<file path="src/rtl/core/bpc_pkg.sv">
// ----------------------------------------------------------------------------
// bpc_pkg
// Shared types and constants for the button press classifier.
// ----------------------------------------------------------------------------
package bpc_pkg;

  localparam int TICK_W    = 32;
  localparam int MS_W      = 16;
  localparam int PERIOD_W  = 10;
  localparam int CFG_IDX_W = 3;
  localparam int CFG_DAT_W = 16;
  localparam int EVT_W     = 3;

  // Elapsed milliseconds, saturated: the top value means "65536 or more".
  localparam int ELAPSED_W = MS_W + 1;

  // Configuration register indexes.
  localparam logic [CFG_IDX_W-1:0] CFG_DEBOUNCE  = 3'd0;
  localparam logic [CFG_IDX_W-1:0] CFG_LONG      = 3'd1;
  localparam logic [CFG_IDX_W-1:0] CFG_VERY_LONG = 3'd2;
  localparam logic [CFG_IDX_W-1:0] CFG_WINDOW    = 3'd3;
  localparam logic [CFG_IDX_W-1:0] CFG_PERIOD    = 3'd4;

  // Reset values of the configuration registers.
  localparam logic [MS_W-1:0]     RST_DEBOUNCE  = 16'd20;
  localparam logic [MS_W-1:0]     RST_LONG      = 16'd3000;
  localparam logic [MS_W-1:0]     RST_VERY_LONG = 16'd5000;
  localparam logic [MS_W-1:0]     RST_WINDOW    = 16'd400;
  localparam logic [PERIOD_W-1:0] RST_PERIOD    = 10'd1;

  typedef enum logic [EVT_W-1:0] {
    EV_NONE      = 3'd0,
    EV_SHORT     = 3'd1,
    EV_DOUBLE    = 3'd2,
    EV_LONG      = 3'd3,
    EV_VERY_LONG = 3'd4
  } event_t;

  typedef struct packed {
    logic [MS_W-1:0]     debounce_ms;
    logic [MS_W-1:0]     long_ms;
    logic [MS_W-1:0]     very_long_ms;
    logic [MS_W-1:0]     double_window_ms;
    logic [PERIOD_W-1:0] tick_period_ms;
  } cfg_t;

  typedef struct packed {
    logic              press_edge;
    logic              pin_level;
    logic [TICK_W-1:0] now_tick;
  } poll_t;

endpackage

</file>
<file path="src/rtl/core/bpc_elapsed.sv">
// ----------------------------------------------------------------------------
// bpc_elapsed
// Wrapping tick difference scaled to milliseconds, saturated above 16 bits.
// ----------------------------------------------------------------------------
module bpc_elapsed
  import bpc_pkg::*;
(
  input  logic [TICK_W-1:0]    now_tick,
  input  logic [TICK_W-1:0]    since_tick,
  input  logic [PERIOD_W-1:0]  period,
  output logic [ELAPSED_W-1:0] elapsed_ms
);

  localparam int PROD_W = MS_W + PERIOD_W;

  logic [TICK_W-1:0] diff;
  logic [PROD_W-1:0] prod;
  logic              sat;

  assign diff = now_tick - since_tick;
  assign prod = PROD_W'(diff[MS_W-1:0]) * PROD_W'(period);

  // Every threshold fits in 16 bits, so any product of 2^16 or more only
  // needs to be known as "large". A zero period keeps every time at zero.
  assign sat = (period != '0) &&
               ((diff[TICK_W-1:MS_W] != '0) || (prod[PROD_W-1:MS_W] != '0));

  assign elapsed_ms = sat ? {1'b1, {MS_W{1'b0}}} : {1'b0, prod[MS_W-1:0]};

endmodule

</file>
<file path="src/rtl/core/bpc_classify.sv">
// ----------------------------------------------------------------------------
// bpc_classify
// Press tracking state and the per-poll event decision.
// ----------------------------------------------------------------------------
module bpc_classify
  import bpc_pkg::*;
(
  input  logic   clk,
  input  logic   rst_n,
  input  cfg_t   cfg,
  input  poll_t  poll,
  input  logic   step_en,
  output event_t event_res
);

  logic              held_r, held_nxt;
  logic [TICK_W-1:0] start_r, start_nxt;
  logic              await_r, await_nxt;
  logic [TICK_W-1:0] srt_r, srt_nxt;
  logic              long_r, long_nxt;
  logic              vlong_r, vlong_nxt;

  logic [ELAPSED_W-1:0] hold_ms;
  logic [ELAPSED_W-1:0] win_ms;
  logic                 held_now;
  logic                 bounce;
  logic                 srt_set;
  logic                 win_done;
  logic                 ge_deb, ge_long, ge_vlong;
  event_t               ev;

  // A fresh press starts at this poll's tick.
  always_comb begin
    held_now  = held_r;
    start_nxt = start_r;
    if (poll.press_edge && !held_r) begin
      held_now  = 1'b1;
      start_nxt = poll.now_tick;
    end
  end

  bpc_elapsed u_hold (
    .now_tick   (poll.now_tick),
    .since_tick (start_nxt),
    .period     (cfg.tick_period_ms),
    .elapsed_ms (hold_ms)
  );

  bpc_elapsed u_window (
    .now_tick   (poll.now_tick),
    .since_tick (srt_r),
    .period     (cfg.tick_period_ms),
    .elapsed_ms (win_ms)
  );

  assign ge_deb   = hold_ms >= {1'b0, cfg.debounce_ms};
  assign ge_long  = hold_ms >= {1'b0, cfg.long_ms};
  assign ge_vlong = hold_ms >= {1'b0, cfg.very_long_ms};

  always_comb begin
    held_nxt  = held_now;
    await_nxt = await_r;
    srt_nxt   = srt_r;
    long_nxt  = long_r;
    vlong_nxt = vlong_r;
    bounce    = 1'b0;
    srt_set   = 1'b0;
    ev        = EV_NONE;

    if (held_now) begin
      if (poll.pin_level) begin
        held_nxt = 1'b0;
        long_nxt = 1'b0;
        priority if (!ge_deb) begin
          bounce = 1'b1;
        end else if (ge_vlong) begin
          await_nxt = 1'b0;
          if (!vlong_r) begin
            ev = EV_VERY_LONG;
          end
          vlong_nxt = 1'b0;
        end else if (!ge_long) begin
          if (await_r) begin
            await_nxt = 1'b0;
            ev        = EV_DOUBLE;
          end else begin
            await_nxt = 1'b1;
            srt_nxt   = poll.now_tick;
            srt_set   = 1'b1;
          end
        end else begin
          // A release between the long and very long thresholds is silent.
        end
      end else begin
        priority if (ge_vlong && !vlong_r) begin
          await_nxt = 1'b0;
          vlong_nxt = 1'b1;
          ev        = EV_VERY_LONG;
        end else if (ge_long && !long_r) begin
          await_nxt = 1'b0;
          long_nxt  = 1'b1;
          ev        = EV_LONG;
        end else begin
          // Still held with nothing new to report.
        end
      end
    end

    // A window opened on this very poll has zero elapsed time.
    win_done = srt_set ? (cfg.double_window_ms == '0)
                       : (win_ms >= {1'b0, cfg.double_window_ms});
    if (!bounce && await_nxt && win_done) begin
      await_nxt = 1'b0;
      ev        = EV_SHORT;
    end
  end

  assign event_res = ev;

  always_ff @(posedge clk) begin
    if (!rst_n) begin
      held_r  <= 1'b0;
      start_r <= '0;
      await_r <= 1'b0;
      srt_r   <= '0;
      long_r  <= 1'b0;
      vlong_r <= 1'b0;
    end else if (step_en) begin
      held_r  <= held_nxt;
      start_r <= start_nxt;
      await_r <= await_nxt;
      srt_r   <= srt_nxt;
      long_r  <= long_nxt;
      vlong_r <= vlong_nxt;
    end
  end

`ifndef SYNTH
  a_double_needs_window: assert property (@(posedge clk) disable iff (!rst_n)
    step_en && (ev == EV_DOUBLE) |-> await_r)
    else $error("double click without an open window");

  a_long_sets_flag: assert property (@(posedge clk) disable iff (!rst_n)
    step_en && (ev == EV_LONG) |=> long_r && held_r)
    else $error("long press not recorded as reported");

  a_vlong_closes_window: assert property (@(posedge clk) disable iff (!rst_n)
    step_en && (ev == EV_VERY_LONG) |=> !await_r)
    else $error("window still open after very long press");

  a_short_closes_window: assert property (@(posedge clk) disable iff (!rst_n)
    step_en && (ev == EV_SHORT) |=> !await_r)
    else $error("window still open after short press");
`endif

endmodule

</file>
<file path="src/rtl/core/button_press_classifier_top.sv">
// ----------------------------------------------------------------------------
// button_press_classifier_top
// Classifies button presses from periodic polls into short, double, long
// and very long events.
// ----------------------------------------------------------------------------
// Usage:
//   Each transfer on the in_ channel is one poll: the latched falling-edge
//   flag, the pin level (1 = released) and the free-running tick. Every poll
//   gives exactly one transfer on the out_ channel carrying out_event_res
//   (0 when nothing happened on that poll).
//   The poll is captured in an input register and classified from there
//   into the result register; one poll is taken every cycle while out_ready
//   stays high. The press state updates as each poll moves into the result
//   register. The hold time comes from one 16 by 10 bit multiply.
//   When the receiver stalls, the result register holds and the input
//   register fills; in_ready then drops until out_ready returns.
//   Synchronous reset empties both registers, clears the press state and
//   loads the default thresholds. Configuration writes (cfg_we, cfg_index,
//   cfg_wdata) take effect at once and belong in idle periods.
// ----------------------------------------------------------------------------
module button_press_classifier_top
  import bpc_pkg::*;
(
  input  logic                 clk,
  input  logic                 rst_n,
  input  logic                 in_valid,
  output logic                 in_ready,
  input  logic                 in_press_edge,
  input  logic                 in_pin_level,
  input  logic [TICK_W-1:0]    in_now_tick,
  output logic                 out_valid,
  input  logic                 out_ready,
  output logic [EVT_W-1:0]     out_event_res,
  input  logic                 cfg_we,
  input  logic [CFG_IDX_W-1:0] cfg_index,
  input  logic [CFG_DAT_W-1:0] cfg_wdata
);

  cfg_t   cfg_r;
  poll_t  poll_r;
  logic   poll_valid_r;
  logic   out_valid_r;
  event_t out_event_r;
  event_t event_res;
  logic   advance;

  always_ff @(posedge clk) begin
    if (!rst_n) begin
      cfg_r.debounce_ms      <= RST_DEBOUNCE;
      cfg_r.long_ms          <= RST_LONG;
      cfg_r.very_long_ms     <= RST_VERY_LONG;
      cfg_r.double_window_ms <= RST_WINDOW;
      cfg_r.tick_period_ms   <= RST_PERIOD;
    end else if (cfg_we) begin
      unique case (cfg_index)
        CFG_DEBOUNCE:  cfg_r.debounce_ms      <= cfg_wdata;
        CFG_LONG:      cfg_r.long_ms          <= cfg_wdata;
        CFG_VERY_LONG: cfg_r.very_long_ms     <= cfg_wdata;
        CFG_WINDOW:    cfg_r.double_window_ms <= cfg_wdata;
        CFG_PERIOD:    cfg_r.tick_period_ms   <= cfg_wdata[PERIOD_W-1:0];
        default: ;
      endcase
    end
  end

  // A poll moves on whenever the result register is empty or being drained.
  assign advance  = poll_valid_r && (!out_valid_r || out_ready);
  assign in_ready = !poll_valid_r || advance;

  always_ff @(posedge clk) begin
    if (!rst_n) begin
      poll_valid_r <= 1'b0;
    end else if (in_ready) begin
      poll_valid_r <= in_valid;
    end
  end

  always_ff @(posedge clk) begin
    if (in_valid && in_ready) begin
      poll_r.press_edge <= in_press_edge;
      poll_r.pin_level  <= in_pin_level;
      poll_r.now_tick   <= in_now_tick;
    end
  end

  bpc_classify u_classify (
    .clk       (clk),
    .rst_n     (rst_n),
    .cfg       (cfg_r),
    .poll      (poll_r),
    .step_en   (advance),
    .event_res (event_res)
  );

  always_ff @(posedge clk) begin
    if (!rst_n) begin
      out_valid_r <= 1'b0;
    end else if (advance) begin
      out_valid_r <= 1'b1;
    end else if (out_ready) begin
      out_valid_r <= 1'b0;
    end
  end

  always_ff @(posedge clk) begin
    if (advance) begin
      out_event_r <= event_res;
    end
  end

  assign out_valid     = out_valid_r;
  assign out_event_res = out_event_r;

endmodule

</file>
<file path="config.mk">
export PLATFORM = sky130hd
export DESIGN_NAME = button_press_classifier_top
export DESIGN_NICKNAME = d
export VERILOG_FILES = /design/src/rtl/core/bpc_pkg.sv /design/src/rtl/core/bpc_elapsed.sv /design/src/rtl/core/bpc_classify.sv /design/src/rtl/core/button_press_classifier_top.sv
export SDC_FILE = /design/constraint.sdc
export NUM_CORES = 1
export LEC_CHECK = 0
export ABC_AREA = 1
export BUFFER_PORTS_ARGS = -buffer_cell sky130_fd_sc_hd__buf_2
export CAP_MARGIN = 20
export CORE_MARGIN = 3
export CORE_UTILIZATION = 60
export CTS_BUF_LIST = sky130_fd_sc_hd__clkbuf_8
export DETAILED_ROUTE_END_ITERATION = 8
export MAX_ROUTING_LAYER = met4
export PLACE_DENSITY = 0.82
export SYNTH_ARGS = -nofsm -noshare
export SYNTH_HDL_FRONTEND = slang
export SYNTH_SLANG_ARGS = --single-unit
</file>
<file path="constraint.sdc">
create_clock -name clk -period 13.1 [get_ports clk]
set_input_delay 2.62 -clock clk [delete_from_list [all_inputs] [get_ports clk]]
set_output_delay 2.62 -clock clk [all_outputs]
set_load 0.1 [all_outputs]
</file>
Yosys cells after proc, flatten, opt, wreduce, memory -nomap -nowiden
Index checks and enable logic that the tools add are counted.
Widths: inputs -> output; s select.
{ "totals": {"in_bits": 58, "out_inout_bits": 5, "elab_cells": 117, "reg_bits": 181} }
{ "op_classes": {"magnitude_cmp": 4, "eq_ne": 7, "n_mul": 2, "addsub": 2, "n_reduce_logical": 38, "mux": 42, "bitwise_logic": 4} }
{ "op_table": {"columns": ["cell", "count"], "rows": [
  ["$ge 17x16->1", 4],
  ["$sub 32x32->32", 2],
  ["$mul 16x10->26", 2],
  ["$mux 17", 2],
  ["$mux 32", 1],
  ["$reduce_bool 16->1", 2],
  ["$mux 1", 31],
  ["$reduce_bool 10->1", 3],
  ["$mux 3", 6],
  ["$logic_not 16->1", 1],
  ["$reduce_and 2->1", 5],
  ["$logic_and 1x1->1", 9],
  ["$reduce_and 7->1", 1],
  ["$eq 3x2->1 const B", 2],
  ["$logic_not 1->1", 6],
  ["$reduce_bool 2->1", 3],
  ["$reduce_and 5->1", 1],
  ["$logic_or 1x1->1", 4],
  ["$mux 2", 2],
  ["$ne 2x1->1 const B", 2],
  ["$not 1->1", 4],
  ["$reduce_and 4->1", 1],
  ["$eq 3x1->1 const B", 1],
  ["$eq 3x3->1 const B", 1],
  ["other kinds (3)", 3]
]} }

Longest topological paths before layout
Gate-level depths: netlist of run 1.
{ "depth": {"ltp_word": 18, "ltp_mapped": 65} }

Cells and area by module
A second synthesis of run 1 with hierarchy kept.
{ "hier_totals": {"cells_unflattened": 3938, "area_unflattened_um2": 25618.3} }
{ "by_module_without_submodules": {"columns": ["module", "cells_per_inst", "seq_area_each_um2", "instances", "area_each_um2"], "rows": [
  ["bpc_elapsed (u_classify.u_window)", 1365, 0.0, 1, 8255.4],
  ["bpc_elapsed (u_classify.u_hold)", 1340, 0.0, 1, 8237.9],
  ["bpc_classify", 770, 1361.3, 1, 5009.8],
  ["button_press_classifier_top", 463, 2632.5, 1, 4115.2]
]} }

Least setup slack after synthesis of run 1
OpenSTA, ideal clock, no wires.
{ "synth_timing": {"path_type": "register -> register", "startpoint": "reg poll_r[33] (netlist name)", "endpoint": "reg out_event_r[1] (netlist: out_event_res[1]), data pin", "arrival_ns": 9.722, "required_time_ns": 12.845, "setup_slack_ns": 3.123, "n_path_buf": 2, "stages_incl_launch_ff": 64, "cell_sequence": "edfxtp_1 nand2_4 buf_12 clkinv_1 or2_2 o21ai_0 inv_1 fa_1 inv_1 nand4_1 nand2_1 nand2_1 nand2_2 nand2_1 nand2_1 xor2_1 nand2_1 fa_1 (+28 left out) a21oi_1 nor2_1 o21ai_0 nand2_1 inv_1 nor2_1 o21ai_0 a211oi_1 nand2_1 inv_1 ha_1 inv_1 nor2_1 nand4_4 nand3_1 nand3_2 nand2_1 nor2_1"} }
{ "synth_between": {"elab_chain_len": 17} }
{ "synth_lines": {"columns": ["item", "line", "source"], "rows": [
  ["start, declared", "button_press_classifier_top.sv:40", "poll_t poll_r;"],
  ["$logic_and 1x1->1 *", "bpc_classify.sv:36", "if (poll.press_edge && !held_r) begin"],
  ["$mux 32 *", "bpc_classify.sv:36", null],
  ["net u_classify.start_nxt[1]", "bpc_classify.sv:17", "logic [TICK_W-1:0] start_r, start_nxt;"],
  ["$sub 32x32->32 *", "bpc_elapsed.sv:20", "assign diff = now_tick - since_tick;"],
  ["$mul 16x10->26", "bpc_elapsed.sv:21", "assign prod = PROD_W'(diff[MS_W-1:0]) * PROD_W'(period);"],
  ["$reduce_bool 10->1", "bpc_elapsed.sv:26", "((diff[TICK_W-1:MS_W] != '0) || (prod[PROD_W-1:MS_W] != '0));"],
  ["$logic_or 1x1->1", "bpc_elapsed.sv:26", null],
  ["$logic_and 1x1->1", "bpc_elapsed.sv:25", "assign sat = (period != '0) &&"],
  ["(+2 left out)", null, null],
  ["$mux 1 / $logic_and 1x1->1 (equally long branches)", "bpc_classify.sv:82, bpc_classify.sv:99", null],
  ["$mux 1 (on tied branches)", "bpc_classify.sv:76, bpc_classify.sv:99", null],
  ["$mux 1 (on tied branches)", "bpc_classify.sv:74, bpc_classify.sv:95", null],
  ["$mux 1", "bpc_classify.sv:71", "if (poll.pin_level) begin"],
  ["$mux 1", "bpc_classify.sv:70", "if (held_now) begin"],
  ["$mux 1 / $logic_and 1x1->1 (equally long branches)", "bpc_classify.sv:110, bpc_classify.sv:112", null],
  ["$logic_and 1x1->1", "bpc_classify.sv:112", "if (!bounce && await_nxt && win_done) begin"],
  ["$reduce_or 2->1 (no line)", null, null],
  ["end signal, assigned", "button_press_classifier_top.sv:107", "out_event_r <= event_res;"],
  ["end, declared", "button_press_classifier_top.sv:43", "event_t out_event_r;"]
]} }
The timed path passes the listed nets; every way through them passes the cells marked *.
A chain may end at the register's enable or synchronous reset.

Worst setup path in the final report of run 1
{ "layout_timing": {"startpoint": "reg poll_r[33] (netlist name)", "endpoint": "reg u_classify.srt_r[17]"} }
{ "layout_between": {"elab_chain_len": 11} }
{ "layout_lines": {"columns": ["item", "line", "source"], "rows": [
  ["$logic_and 1x1->1 *", "bpc_classify.sv:36", null],
  ["$mux 32 *", "bpc_classify.sv:36", null],
  ["net u_classify.start_nxt[1]", "bpc_classify.sv:17", null],
  ["$sub 32x32->32 *", "bpc_elapsed.sv:20", null],
  ["$mul 16x10->26", "bpc_elapsed.sv:21", null],
  ["$reduce_bool 10->1", "bpc_elapsed.sv:26", null],
  ["$logic_or 1x1->1", "bpc_elapsed.sv:26", null],
  ["$logic_and 1x1->1", "bpc_elapsed.sv:25", null],
  ["$mux 17 *", "bpc_elapsed.sv:28", "assign elapsed_ms = sat ? {1'b1, {MS_W{1'b0}}} : {1'b0, prod[MS_W-1:0]};"],
  ["$ge 17x16->1 (on tied branches)", "bpc_classify.sv:57, bpc_classify.sv:58", null],
  ["$not 1->1 (no line)", null, null],
  ["$reduce_and 7->1 (no line) *", null, null],
  ["end signal, assigned", "bpc_classify.sv:132", "srt_r <= srt_nxt;"],
  ["end, declared", "bpc_classify.sv:19", "logic [TICK_W-1:0] srt_r, srt_nxt;"]
]} }
Marked as above.

==> results.yml, run 1 <==
status:
  status: "finished, final reports clean"
die:
  start_util_pct: 61.2
  fp.dieW_microns: 200
  dieArea_sq_um: 39900
  io_pins: 63
  dieHeight_microns: 200
  row_count: 70
  core-area_sq_um: 36800
synth:
  synth_edf_count: 37
  yosys.cell_types.count: 55
  ys_ff_latch: 181
  syn-num-nets: 3589
  synth.top_cell.area_share_pct: 19.7
  synth_async_sr_flop_share_pct: 0
  synth_area_leaders: "fa_1 20%, ha_1 14%, dfxtp_1 13%, nand2_1 9.4%, inv_1 9.3%"
  yosysTopAreaCell: "fa_1"
  ys_seq_area_share_pct: 17.7
  syn-cell-area_sq_um: 22500
  dominantRegCellSynth: "dfxtp_1"
  syn_inst: 3065
  yosys_warnings: 0
  syn_area_per_cell_sq_um: 7.35
pwr:
  swShare_pct: 47.7
  power.density_nw_per_um2: 88.6
  switching_power_w: 0.00100
  p_clk_share_pct: 19.6
  ir_worst_vdd_mv: 0.161
  p_seq_share_pct: 29.1
  pwr-share-comb_pct: 51.3
  p_leak_nw: 11.8
  p_int_w: 0.00110
setup_path:
  worst_ep_arrival_time_ns: 12.56
  path_class: "flip-flop to flip-flop"
  slowest_delay_ns: 0.56
  worstSetupStartpointType: "flip-flop"
  slowest_stage: "fa_1"
  worst-path-max-fanout: 38
  required_ns: 13.52
  end_kind: "flip-flop"
layout:
  fillCellCount: 3272
  drive_above_1_share_pct: 6.03
  nets: 3612
  diodes: 0
  final_util_pct: 64.4
  syn_to_final_growth_pct: 5.22
  layout.cells.non_filler: 3569
routing:
  drt-initial-drc-count: 1584
  detail_route.vias_per_cell: 5.81
  wl_met3_microns: 5360
  wl_met1_microns: 26800
  routed_wl_microns: 64800
  post-route-drc-count: 0
  drtAntennaViolNets: 0
  vias: 20730
  wl_per_cell_microns: 18.1
  wl_met2_microns: 30500
  firstDrtPassIters: 6
  route.top_layer_used: "met4"
cts:
  htreeDepth: 4
  root_buffer: "clkbuf_8"
  numCtsBuffers: 17
  post_cts_resized: 0
  clk_pin_slew_ns: 0.12
  clockBufferDepth: 2
  post-cts-setup-buffers: 0
  clkSinkCount: 181
  hold_buffers: 0
  insertion_delay_ns: 0.50
  cts_tree: "built"
grt:
  grt_pass1_vias: 20482
  grt_overflow: 0
  grt_max_degree: 122
  gr-usage-all-layers_pct: 33.9
  grt_first_pass_wirelength_microns: 104000
  antenna_found_initial: 0
timing:
  setup-violations-final: 0
  slew_headroom_pct: 26.8
  finalCritPeriodShare_pct: 92.7
  holdWs_ns: 0.473
  max_slew.worst_pin.slew_ns: 1.10
  layout_min_cycle_time_ns: 12.14
  fmax_mhz: 82.4
  finalSetupTns_ns: 0
  finalHoldViolations: 0
  finalMaxSlewViolations: 0
  fin_skew_ns: 0.0263
placement:
  io_buffers: 62
  dp.cells: 3536
  hpwl_microns: 52900
  gp_congestion: 0.992
job:
  drv_cap: 0
min_path:
  hold_class: "flip-flop to flip-flop"
[worst max-delay path, delay by kind of cell, from the launching register on]
family,cells,cell delay (ns)
AND/OR/NAND/NOR,25,3.96
adder cells (fa/ha/maj),9,3.71
AO/OA/AOI/OAI,14,2.02
buffers and inverters,12,1.31
XOR/XNOR,1,0.54
flip-flops,1,0.45
[logic make-up after synthesis]
group / count (synthesis) / share of synthesized area [%]
compound gates: 575 / 14.1
xor+xnor: 80 / 3.11
fa+ha+maj: 466 / 33.3
buf+inv: 652 / 11.1
flops: 181 / 17.7
mux: 1 / 0.0444
simple gates: 1110 / 20.6
[cell type report]
type,count,area (sq um),share of cell area [%]
Tap cell,468,586,2.47
Clock inverter,15,201,0.850
Sequential cell,181,3990,16.9
Inverter,574,2150,9.09
Timing Repair Buffer,82,475,2.01
Clock buffer,17,234,0.987
Multi-Input combinational cell,2232,16100,67.7
[layer usage]
layer / track usage, % / up-vias
met5: - / -
li1: - / 9796
met4: 10.8 / 0
met2: 55.3 / 913
met3: 5.92 / 155
met1: 43.4 / 9866
[metrics by stage]
stage | setup slack, ns | area [sq um] | power (W)
global placement | 1.36 | 23200 | 0.00165
global route | -0.0241 | 23700 | 0.00225
floorplan | 3.12 | 22500 | 0.00134
finish | 0.960 | 23700 | 0.00210
detailed placement | 0.905 | 23200 | 0.00167
CTS | 0.856 | 23700 | 0.00208
[state kept, by name, indices dropped and copies added (netlist names)]
register,count
cfg_r,74
poll_r,34
u_classify.srt_r,32
u_classify.start_r,32
out_event_res,3
out_valid,1
poll_valid_r,1
u_classify.await_r,1
u_classify.held_r,1
u_classify.long_r,1
u_classify.vlong_r,1
[cell usage after synthesis, types with 28 or more instances]
master	count
edfxtp_1	37
fa_1	222
dfxtp_1	144
ha_1	244
o21ai_0	198
nand3_1	89
nor2_1	352
a21oi_2	28
nand4_1	28
clkbuf_1	68
inv_1	560
a21oi_1	242
nand2_1	562
xor2_1	61
o21ai_1	32
[layout by cell type (no fill, tap or decap), types with 13 or more instances in the layout]
| cell type | instances |
|---|---|
| inv_1 | 560 |
| fa_1 | 222 |
| buf_2 | 61 |
| nand2_1 | 562 |
| nor3_1 | 23 |
| o21bai_1 | 13 |
| o21ai_0 | 198 |
| nand4_1 | 28 |
| edfxtp_1 | 37 |
| o211ai_1 | 14 |
| dfxtp_1 | 144 |
| buf_4 | 20 |
| xnor2_1 | 19 |
| a21oi_2 | 28 |
| o21ai_1 | 32 |
| clkbuf_8 | 17 |
| ha_1 | 244 |
| nand3_1 | 89 |
| nor2_1 | 352 |
| a21o_1 | 14 |
| a21oi_1 | 242 |
| xor2_1 | 58 |
[power groups by stage]
stage | combinational, W | clock (W) | sequential, W
global placement | 0.00103 | 0 | 0.000622
finish | 0.00108 | 0.000412 | 0.000610
floorplan | 0.000720 | 0 | 0.000618
CTS | 0.00105 | 0.000417 | 0.000610
detailed placement | 0.00105 | 0 | 0.000622
global route | 0.00120 | 0.000438 | 0.000613
[worst paths after layout]
path	start	end	slack, ns	cells after the start
setup / recovery	poll_r[33]	u_classify.srt_r[17]	0.96	61
setup reg to reg	poll_r[33]	u_classify.srt_r[17]	0.96	61
hold reg to reg	cfg_r[61]	cfg_r[61]	0.47	2
hold / removal	cfg_r[61]	cfg_r[61]	0.47	2
No activity file was read; power rests on OpenSTA's default activity.
==> run 2: changes to the inputs <==
--- a/config.mk
+++ b/config.mk
@@ -13,7 +13,7 @@
 export CTS_BUF_LIST = sky130_fd_sc_hd__clkbuf_8
 export DETAILED_ROUTE_END_ITERATION = 8
 export MAX_ROUTING_LAYER = met4
-export PLACE_DENSITY = 0.82
+export PLACE_DENSITY = 0.84
 export SYNTH_ARGS = -nofsm -noshare
 export SYNTH_HDL_FRONTEND = slang
 export SYNTH_SLANG_ARGS = --single-unit
==> results.yml, run 2 (synthesis gave the netlist of run 1 again) <==
routing:
  detail_route.vias_per_cell: 5.83
  wl_per_cell_microns: 18.6
  vias: 20795
  post-route-drc-count: 0
  firstDrtPassIters: 5
  drtAntennaViolNets: 0
  routed_wl_microns: 66500
  drt-initial-drc-count: 1539
timing:
  finalHoldViolations: 0
  setup-violations-final: 0
  finalSetupTns_ns: 0
  rsz0062_at_grt: "false"
  fin_skew_ns: 0.0175
  slew_headroom_pct: 22.6
  finalMaxSlewViolations: 0
  fmax_mhz: 84.0
  holdWs_ns: 0.467
  layout_min_cycle_time_ns: 11.90
  max_slew.worst_pin.slew_ns: 1.15
  finalCritPeriodShare_pct: 90.9
layout:
  nets: 3610
  largest_reg_flops: 74
  top_regs: "cfg_r (74), poll_r (34)"
  syn_to_final_growth_pct: 5.14
  largest-register: "cfg_r"
  final_cell_mix: "562 x nand2_1, 560 x inv_1, 352 x nor2_1"
  final_common_cell: "nand2_1"
  drive_above_1_share_pct: 5.94
setup_path:
  path_class: "flip-flop to flip-flop"
  end_kind: "flip-flop"
  worst_ep_arrival_time_ns: 12.33
  slowest_delay_ns: 0.59
  worstReg2RegStart: "poll_r[33]"
  worst-r2r-setup-slack_ns: 1.20
  cpMostUsedCell: "inv_1"
  worst-path-max-fanout: 33
  cp_num_buf_inv: 12
  worstSetupStartpointType: "flip-flop"
  required_ns: 13.53
  slowest_stage: "fa_1"
  crit_path_end: "u_classify.srt_r[12]"
  reg2reg_to: "u_classify.srt_r[12]"
  crit_family: "adder cells"
  path_depth: 59
  ff2ff_path_depth: 59
  critPathLaunch: "poll_r[33]"
die:
  io_pins: 63
  dieArea_sq_um: 39900
  row_count: 70
  core-area_sq_um: 36800
  start_util_pct: 61.2
  fp.dieW_microns: 200
  dieHeight_microns: 200
cts:
  htreeDepth: 4
  hold_buffers: 0
  numCtsBuffers: 17
  post-cts-setup-buffers: 0
  cts_tree: "built"
  root_buffer: "clkbuf_8"
  insertion_delay_ns: 0.50
  clkSinkCount: 181
  clockBufferDepth: 2
  post_cts_resized: 0
  clk_pin_slew_ns: 0.11
grt:
  grt_overflow: 0
  grt_max_degree: 111
  antenna_found_initial: 1
  grt_first_pass_wirelength_microns: 106000
  gr-usage-all-layers_pct: 34.8
  grt_pass1_vias: 20762
pwr:
  p_clk_share_pct: 20.2
  p_leak_nw: 11.8
  p_seq_share_pct: 29.1
  pwr-share-comb_pct: 50.7
  switching_power_w: 0.000989
  ir_worst_vdd_mv: 0.123
  finalPower_w: 0.00210
  p_int_w: 0.00111
  power.density_nw_per_um2: 88.8
  swShare_pct: 47.0
job:
  drv_cap: 0
min_path:
  hold_class: "flip-flop to flip-flop"
placement:
  io_buffers: 62
  hpwl_microns: 54600
  gp_congestion: 0.981
status:
  status: "finished, final reports clean"
-- run 2: worst min-delay path by stage --
| stage | from | to | cells after the start |
|---|---|---|---|
| 3_3_place_gp | cfg_r[55] | cfg_r[55] | 2 |
| 5_1_grt | cfg_r[54] | cfg_r[54] | 2 |
| 4_1_cts | cfg_r[69] | cfg_r[69] | 2 |
| 3_5_place_dp | cfg_r[52] | cfg_r[52] | 2 |
| 6_report | cfg_r[69] | cfg_r[69] | 2 |
| 2_1_floorplan | cfg_r[27] | cfg_r[27] | 2 |
-- run 2: power groups by stage --
| stage | Sequential [W] | Combinational (W) | Clock (W) |
|---|---|---|---|
| 2_1_floorplan | 0.000618 | 0.000720 | 0 |
| 3_3_place_gp | 0.000622 | 0.00102 | 0 |
| 3_5_place_dp | 0.000623 | 0.00104 | 0 |
| 4_1_cts | 0.000610 | 0.00104 | 0.000430 |
| 5_1_grt | 0.000613 | 0.00118 | 0.000452 |
| 6_report | 0.000612 | 0.00107 | 0.000426 |
-- run 2: final cells by class --
type | instances | area [sq um]
Fill cell | 3307 | 13100
Timing Repair Buffer | 80 | 460
Multi-Input combinational cell | 2232 | 16000
Clock buffer | 17 | 234
Inverter | 574 | 2150
Antenna cell | 1 | 2.50
Tap cell | 468 | 586
Clock inverter | 15 | 205
Sequential cell | 181 | 3990
-- run 2: routing by layer --
metal / GRT usage [%] / wire length, microns / vias to the layer above
li1: - / - / 9784
met3: 6.85 / 6360 / 189
met4: 11.3 / 2510 / 0
met2: 56.5 / 30700 / 1024
met5: - / 0 / -
met1: 44.0 / 26900 / 9798
-- run 2: metrics by stage --
| step | setup slack, ns | util (%) | std cells | instance area, sq um |
|---|---|---|---|---|
| floorplan | 3.12 | - | 3065 | 22500 |
| global placement | 1.69 | 63.1 | 3535 | 23200 |
| detailed placement | 1.13 | 63.1 | 3535 | 23200 |
| CTS | 1.07 | 64.3 | 3567 | 23700 |
| global route | 0.00180 | 64.4 | 3568 | 23700 |
| finish | 1.20 | 64.4 | 3568 | 23700 |
-- run 2: tightest hold or removal path: cells and delay by family (launching register included) --
kind / cells / cell delay, ns
AO/OA/AOI/OAI: 1 / 0.06
buffers and inverters: 1 / 0.06
flip-flops: 1 / 0.31
